## src/hdl/tcu_pkg.sv

```systemverilog
`timescale 1ns / 1ps
// Shared types and constants of the timer compare and interrupt unit.
package tcu_pkg;

	localparam int CNT_W = 16;
	localparam int VEC_W = 4;
	localparam int FLAG_W = 3;

	localparam logic [2:0] OP_TICK      = 3'd0;
	localparam logic [2:0] OP_WR_CTRL   = 3'd1;
	localparam logic [2:0] OP_WR_COUNT  = 3'd2;
	localparam logic [2:0] OP_WR_CMP    = 3'd3;
	localparam logic [2:0] OP_WR_CCTL   = 3'd4;
	localparam logic [2:0] OP_RD_VECTOR = 3'd5;
	localparam logic [2:0] OP_DONE0     = 3'd6;
	localparam logic [2:0] OP_DONE1     = 3'd7;

	localparam logic [1:0] MODE_STOP   = 2'd0;
	localparam logic [1:0] MODE_UP     = 2'd1;
	localparam logic [1:0] MODE_CONT   = 2'd2;
	localparam logic [1:0] MODE_UPDOWN = 2'd3;

	localparam logic [VEC_W-1:0] VEC_NONE = 4'd0;
	localparam logic [VEC_W-1:0] VEC_OVF  = 4'd10;

	typedef struct packed {
		logic [2:0]       op;
		logic [1:0]       chan_index;
		logic [CNT_W-1:0] wdata;
	} in_t;

	typedef struct packed {
		logic [CNT_W-1:0]  count_value;
		logic [VEC_W-1:0]  vector_value;
		logic              irq_zero;
		logic              irq_shared;
		logic              overflow_flag;
		logic [FLAG_W-1:0] channel_flags;
	} out_t;

endpackage

```

## src/hdl/tcu_core.sv

```systemverilog
`timescale 1ns / 1ps
// Timer state registers and the per-word update and result logic.
module tcu_core #(
	parameter int NUM_CHANNELS = 3
) (
	input  logic          clk,
	input  logic          arst_n,
	input  logic          fire,
	input  tcu_pkg::in_t  item,
	output tcu_pkg::out_t res
);

	logic [tcu_pkg::CNT_W-1:0] cnt_q, cnt_n;
	logic [1:0]                mode_q, mode_n;
	logic                      ovf_en_q, ovf_en_n;
	logic                      ovf_q, ovf_n;
	logic [tcu_pkg::CNT_W-1:0] cmp_q [NUM_CHANNELS];
	logic [tcu_pkg::CNT_W-1:0] cmp_n [NUM_CHANNELS];
	logic [NUM_CHANNELS-1:0]   en_q, en_n;
	logic [NUM_CHANNELS-1:0]   pend_q, pend_n;

	always_comb begin
		logic                      found;
		logic                      irq_z;
		logic                      irq_s;
		logic [tcu_pkg::VEC_W-1:0] vec;
		logic [tcu_pkg::FLAG_W-1:0] flags;

		cnt_n    = cnt_q;
		mode_n   = mode_q;
		ovf_en_n = ovf_en_q;
		ovf_n    = ovf_q;
		cmp_n    = cmp_q;
		en_n     = en_q;
		pend_n   = pend_q;
		found    = 1'b0;
		irq_z    = 1'b0;
		irq_s    = 1'b0;
		vec      = tcu_pkg::VEC_NONE;
		flags    = '0;

		unique case (item.op)
			tcu_pkg::OP_TICK: begin
				if (mode_q == tcu_pkg::MODE_UP) begin
					if (cmp_q[0] != '0) begin
						if (cnt_q == cmp_q[0]) begin
							// period reached: wrap to zero
							cnt_n = '0;
							if (ovf_en_q) begin
								ovf_n = 1'b1;
								irq_s = 1'b1;
							end
						end else begin
							cnt_n = cnt_q + 1'b1;
							if (en_q[0] && cnt_n == cmp_q[0]) begin
								pend_n[0] = 1'b1;
								irq_z     = 1'b1;
							end
						end
						for (int i = 1; i < NUM_CHANNELS; i++) begin
							if (en_q[i] && cmp_q[i] == cnt_n) begin
								pend_n[i] = 1'b1;
								irq_s     = 1'b1;
							end
						end
					end
				end else if (mode_q == tcu_pkg::MODE_CONT ||
					     mode_q == tcu_pkg::MODE_UPDOWN) begin
					cnt_n = cnt_q + 1'b1;
				end
			end
			tcu_pkg::OP_WR_CTRL: begin
				ovf_n    = item.wdata[0];
				ovf_en_n = item.wdata[1];
				mode_n   = item.wdata[5:4];
				if (item.wdata[2]) begin
					cnt_n = '0;
				end
			end
			tcu_pkg::OP_WR_COUNT: begin
				cnt_n = item.wdata;
			end
			tcu_pkg::OP_WR_CMP: begin
				for (int i = 0; i < NUM_CHANNELS; i++) begin
					if (32'(item.chan_index) == i) begin
						cmp_n[i] = item.wdata;
					end
				end
			end
			tcu_pkg::OP_WR_CCTL: begin
				for (int i = 0; i < NUM_CHANNELS; i++) begin
					if (32'(item.chan_index) == i) begin
						pend_n[i] = item.wdata[0];
						en_n[i]   = item.wdata[4];
					end
				end
			end
			tcu_pkg::OP_RD_VECTOR: begin
				// lowest pending shared channel wins, overflow last
				for (int i = 1; i < NUM_CHANNELS; i++) begin
					if (!found && pend_q[i]) begin
						found     = 1'b1;
						pend_n[i] = 1'b0;
						vec       = tcu_pkg::VEC_W'(2 * i);
					end
				end
				if (!found && ovf_en_q && ovf_q) begin
					ovf_n = 1'b0;
					vec   = tcu_pkg::VEC_OVF;
				end
			end
			tcu_pkg::OP_DONE0: begin
				pend_n[0] = 1'b0;
			end
			tcu_pkg::OP_DONE1: begin
				irq_s = (|pend_q[NUM_CHANNELS-1:1]) || (ovf_en_q && ovf_q);
			end
			default: begin
				cnt_n = cnt_q;
			end
		endcase

		for (int i = 0; i < tcu_pkg::FLAG_W; i++) begin
			if (i < NUM_CHANNELS) begin
				flags[i] = pend_n[i];
			end
		end

		res.count_value   = cnt_n;
		res.vector_value  = vec;
		res.irq_zero      = irq_z;
		res.irq_shared    = irq_s;
		res.overflow_flag = ovf_n;
		res.channel_flags = flags;
	end

	always_ff @(posedge clk or negedge arst_n) begin
		if (!arst_n) begin
			cnt_q    <= '0;
			mode_q   <= tcu_pkg::MODE_STOP;
			ovf_en_q <= 1'b0;
			ovf_q    <= 1'b0;
			en_q     <= '0;
			pend_q   <= '0;
			for (int i = 0; i < NUM_CHANNELS; i++) begin
				cmp_q[i] <= '0;
			end
		end else if (fire) begin
			cnt_q    <= cnt_n;
			mode_q   <= mode_n;
			ovf_en_q <= ovf_en_n;
			ovf_q    <= ovf_n;
			en_q     <= en_n;
			pend_q   <= pend_n;
			cmp_q    <= cmp_n;
		end
	end

endmodule

```

## src/hdl/tcu_rbuf.sv

```systemverilog
`timescale 1ns / 1ps
// Two-entry result buffer that decouples the output stall from the input side.
module tcu_rbuf (
	input  logic          clk,
	input  logic          arst_n,
	input  logic          push,
	input  tcu_pkg::out_t push_data,
	output logic          full,
	output logic          valid,
	input  logic          stall,
	output tcu_pkg::out_t data
);

	tcu_pkg::out_t q0_q, q1_q;
	logic [1:0]    cnt_q;
	logic          pop;

	assign valid = (cnt_q != 2'd0);
	assign full  = (cnt_q == 2'd2);
	assign data  = q0_q;
	assign pop   = valid && !stall;

	always_ff @(posedge clk or negedge arst_n) begin
		if (!arst_n) begin
			cnt_q <= 2'd0;
		end else begin
			case ({push, pop})
				2'b10: cnt_q <= cnt_q + 2'd1;
				2'b01: cnt_q <= cnt_q - 2'd1;
				default: cnt_q <= cnt_q;
			endcase
		end
	end

	// payload: head takes the new word when it is free or drains this cycle
	always_ff @(posedge clk) begin
		if (pop && cnt_q == 2'd2) begin
			q0_q <= q1_q;
		end else if (push && (cnt_q == 2'd0 || (cnt_q == 2'd1 && pop))) begin
			q0_q <= push_data;
		end
		if (push && cnt_q == 2'd1 && !pop) begin
			q1_q <= push_data;
		end
	end

endmodule

```

## src/hdl/timer_compare_interrupt_unit.sv

```systemverilog
`timescale 1ns / 1ps
// Top level of the timer compare and interrupt unit.
// Each input word (tick, register write, vector read or interrupt-done) is
// captured in an input register and applied to the timer state when the
// output buffer has room; its result word is written to the two-entry
// output buffer as it is applied, so one word is taken every cycle while
// the input does not stall. The input stalls only while the input register
// is full and the output buffer holds two unread words; the output stall
// never reaches the input within the same cycle.
module timer_compare_interrupt_unit #(
	parameter int NUM_CHANNELS = 3
) (
	input  logic          clk,
	input  logic          arst_n,
	input  logic          item_valid,
	output logic          item_stall,
	input  tcu_pkg::in_t  item,
	output logic          result_valid,
	input  logic          result_stall,
	output tcu_pkg::out_t result
);

	tcu_pkg::in_t  item_s1;
	logic          valid_s1;
	logic          buf_full;
	logic          take;
	logic          advance;
	tcu_pkg::out_t res;

	assign item_stall = valid_s1 && buf_full;
	assign take       = item_valid && !item_stall;
	assign advance    = valid_s1 && !buf_full;

	always_ff @(posedge clk or negedge arst_n) begin
		if (!arst_n) begin
			valid_s1 <= 1'b0;
		end else if (take) begin
			valid_s1 <= 1'b1;
		end else if (advance) begin
			valid_s1 <= 1'b0;
		end
	end

	always_ff @(posedge clk) begin
		if (take) begin
			item_s1 <= item;
		end
	end

	tcu_core #(
		.NUM_CHANNELS(NUM_CHANNELS)
	) u_core (
		.clk    (clk),
		.arst_n (arst_n),
		.fire   (advance),
		.item   (item_s1),
		.res    (res)
	);

	tcu_rbuf u_rbuf (
		.clk       (clk),
		.arst_n    (arst_n),
		.push      (advance),
		.push_data (res),
		.full      (buf_full),
		.valid     (result_valid),
		.stall     (result_stall),
		.data      (result)
	);

endmodule

```

## config.mk

```make
export PLATFORM = sky130hd
export DESIGN_NAME = timer_compare_interrupt_unit
export DESIGN_NICKNAME = d
export VERILOG_FILES = /design/src/hdl/tcu_pkg.sv /design/src/hdl/tcu_core.sv /design/src/hdl/tcu_rbuf.sv /design/src/hdl/timer_compare_interrupt_unit.sv
export SDC_FILE = /design/constraint.sdc
export NUM_CORES = 1
export LEC_CHECK = 0
export BUFFER_PORTS_ARGS = -buffer_cell sky130_fd_sc_hd__buf_2
export CAP_MARGIN = 20
export CELL_PAD_IN_SITES_DETAIL_PLACEMENT = 0
export CELL_PAD_IN_SITES_GLOBAL_PLACEMENT = 2
export CORE_MARGIN = 3
export CORE_UTILIZATION = 37
export DETAILED_ROUTE_END_ITERATION = 8
export GPL_TIMING_DRIVEN = 0
export HOLD_SLACK_MARGIN = 0.15
export PLACE_DENSITY = 0.79
export SETUP_SLACK_MARGIN = 0.1
export SLEW_MARGIN = 30
export SYNTH_ARGS = -nofsm -noshare
export SYNTH_HDL_FRONTEND = slang
export SYNTH_HIERARCHICAL = 1
export SYNTH_SLANG_ARGS = --single-unit
```

## constraint.sdc

```tcl
create_clock -name clk -period 3 [get_ports clk]
set_input_delay 0 -clock clk [delete_from_list [all_inputs] [get_ports clk]]
set_output_delay 0 -clock clk [all_outputs]
set_load 0.1 [all_outputs]
```

==> flow_summary.yaml <==
outcome:
  status: "finished, violations left"
  violations: "setup timing"
sta:
  fin_crit_sh_pct: 101
  timing.max_slew.rel_slack_pct: 56.7
  holdWs_ns: 0.276
  worst_pin_slew_ns: 0.650
  min_period_ns: 3.04
  drv_slew: 0
  fmax_mhz: 329
  finalSetupViolCount: 2
  rsz0062_at_grt: "yes"
  hold_violations: 0
  clock_skew_ns: 0.0140
  setup_ws_ns: -0.0426
placed_design:
  portBuffers: 52
  gp_routability_congestion: 0.904
  dpl_worst_slack_ns: -0.742
  dp_hpwl_um: 18300
grt:
  grt_usage_pct: 21.0
  grt.overflow.total: 0
  antenna_found_initial: 0
  grt_pass1_wl_um: 38900
  grt_max_degree: 54
  grt_pass1_vias: 6525
synthesis:
  synthArstFlopShare_pct: 51.3
  post-synth-top-area-cell: "edfxtp_1"
  syn-mean-instance-area_um2: 11.2
  synth_top_area_share_pct: 26.1
  synthAdderAreaFrac_pct: 0.596
  synth_top_cells_by_count: "77 x dfrtp_1, 73 x edfxtp_1, 64 x mux2_2"
  synth_nets: 777
  ys_ff_latch: 150
  synth_top_family_by_area: "simple AND/OR/NAND/NOR gates"
  ys_warn_count: 6
  seq_area_frac_synth_pct: 49.0
  synth_area_um2: 8400
  synth_ff_type: "dfrtp_1"
  synthXorXnorAreaFrac_pct: 6.81
  synth_mux_area_share_pct: 12.1
  synth_edf_count: 73
  yosysUniqueCellTypes: 80
  synthCells: 748
  synth_area_leaders: "edfxtp_1 26%, dfrtp_1 23%, mux2_2 8.6%"
  yosysMostFrequentCell: "dfrtp_1"
  synthSimpleGateAreaFrac_pct: 14.6
  synth-compound-area-share_pct: 12.5
clock_tree:
  insertion_delay_ns: 0.42
  cts_tree: "built"
  clock-sinks: 150
  htree_levels: 4
  cts-root-buf: "clkbuf_16"
  clkTransAtPathRegs_ns: 0.07
  numCtsBuffers: 17
  clockBufferDepth: 2
floorplanning:
  initial_core_util_pct: 38.0
  dieHeight_um: 157
  core_um2: 22100
  io_pins: 53
  die_w_um: 157
  row_count: 54
  die-area_um2: 24600
power_and_ir_drop:
  p_total_w: 0.0120
  ir_worst_vdd_uv: 432
  p_leak_nw: 4.47
  power.density_nw_per_um2: 1090
drt:
  wl_per_cell_um: 21.3
  drt_first_pass_iters: 5
  dr_total_vias: 6650
  post-route-drc-count: 0
  ant_nets: 0
  wirelength_um: 25200
  viasPerCell: 5.62
  first_iter_violations: 390
finish:
  multiInputGateArea_um2: 4510
  areaGrowthSynthToFinish_pct: 30.8
  layout.area.seq_um2: 4120
  drive_above_1_share_pct: 38.5
  num_antenna_cells: 0
  fill_cells: 2015
  nets: 920
min_path:
  hp-class: "in2reg"
worst_setup_path:
  path_max_fanout: 7
  crit_type: "reg2reg"
  cp-end-kind: "flop"
  start_kind: "flop"
  crit_arrival_ns: 3.22
  required_ns: 3.17
job:
  maxCapViolations: 0
[report_power, final]
part	internal (W)	switching, W
combinational	0.00236	0.00382
clock	0.00116	0.000923
sequential	0.00305	0.000708
total	0.00657	0.00545
[routing by layer]
metal	up-vias	part of all wire (%)	track usage, %
met5	-	0	0
met1	3343	45	28.7
met3	38	4.9	3.71
met4	0	2.4	7.04
met2	180	48	33.7
li1	3089	-	-
[sequential cells by signal, indices dropped and copies added, names as in the netlist, 2 cells and up]
register and flops:
u_core/cmp_q 48, u_rbuf/data 26, u_rbuf/q1_q 26, item_s1 21, u_core/cnt_q 16, u_core/en_q 3, u_core/pend_q 3, u_core/mode_q 2
u_rbuf/cnt_q 2
[metrics by stage]
stage	TNS (ns)	util (%)	cells	instance area [µm²]
finish	-0.0562	49.8	1184	11000
detailed placement	-19.39	41.3	1084	9130
global route	-1.00	49.8	1184	11000
global placement	-41.40	40.8	1080	9010
floorplan	0	-	748	8400
CTS	-0.0245	48.4	1176	10700
[timing repair]
item | in CTS | in global routing
resized for setup | 99 | 51
buffers inserted | 35 | 9
endpoints found under the setup margin | 92 | 40
pin swaps | 27 | 33
cloned | 0 | 0
hold buffers | 26 | 0
hold endpoints to repair | 104 | 0
[cell type report]
class	instances	share of cell area (%)
clock inverters	15	1.30
inverters	17	0.580
multi-input cells	528	41.1
repair buffers	126	8.99
clock buffers	17	3.87
plain buffers	51	3.51
well taps	280	3.19
flip-flops and latches	150	37.5
[worst max-delay path: stages, from the launching register on]
cell and delay (ns):
dfrtp_1 0.48, nand2_2 0.21, or4_4 0.58, clkbuf_8 0.17, xnor2_2 0.16, and4_4 0.19
o311ai_4 0.33, nand4b_4 0.26, nand4_1 0.14, mux2_4 0.29
[final timing paths]
check                                startpoint          endpoint  slack (ns)  depth (start not counted)
worst max-delay path            u_core/cnt_q[3]    u_rbuf/data[4]       -0.04                          9
worst min-delay path                   item[12]       item_s1[12]        0.28                          2
worst max register to register  u_core/cnt_q[3]    u_rbuf/data[4]       -0.04                          9
worst min register to register   u_core/en_q[1]    u_core/en_q[1]        0.53                          1
max in group asynchronous                arst_n  u_core/cmp_q[32]        2.07                          4
min in group asynchronous                arst_n  u_core/cnt_q[12]        0.62                          4
[kinds of logic after synthesis]
| family | after synthesis |
|---|---|
| simple gates | 223 |
| compound gates | 156 |
| flops | 150 |
| mux | 84 |
| buf+inv | 70 |
| xor+xnor | 60 |
| fa+ha+maj | 4 |
| other cells | 1 |
[placed cells by master, fill, tap and decap left out, types with 16 or more instances in the layout]
cell type	instances
o21ai_0	33
edfxtp_1	73
mux2_2	61
buf_4	44
xor2_1	17
inv_1	16
clkbuf_16	17
nor2_1	38
buf_2	54
xnor2_1	24
mux2_4	22
dfrtp_1	74
nand2_1	50
buf_6	17
a21oi_1	21
clkbuf_1	18
nand3_1	16
dlygate4sd3_1	25
Note: power is estimated with default switching activity, not from simulation.
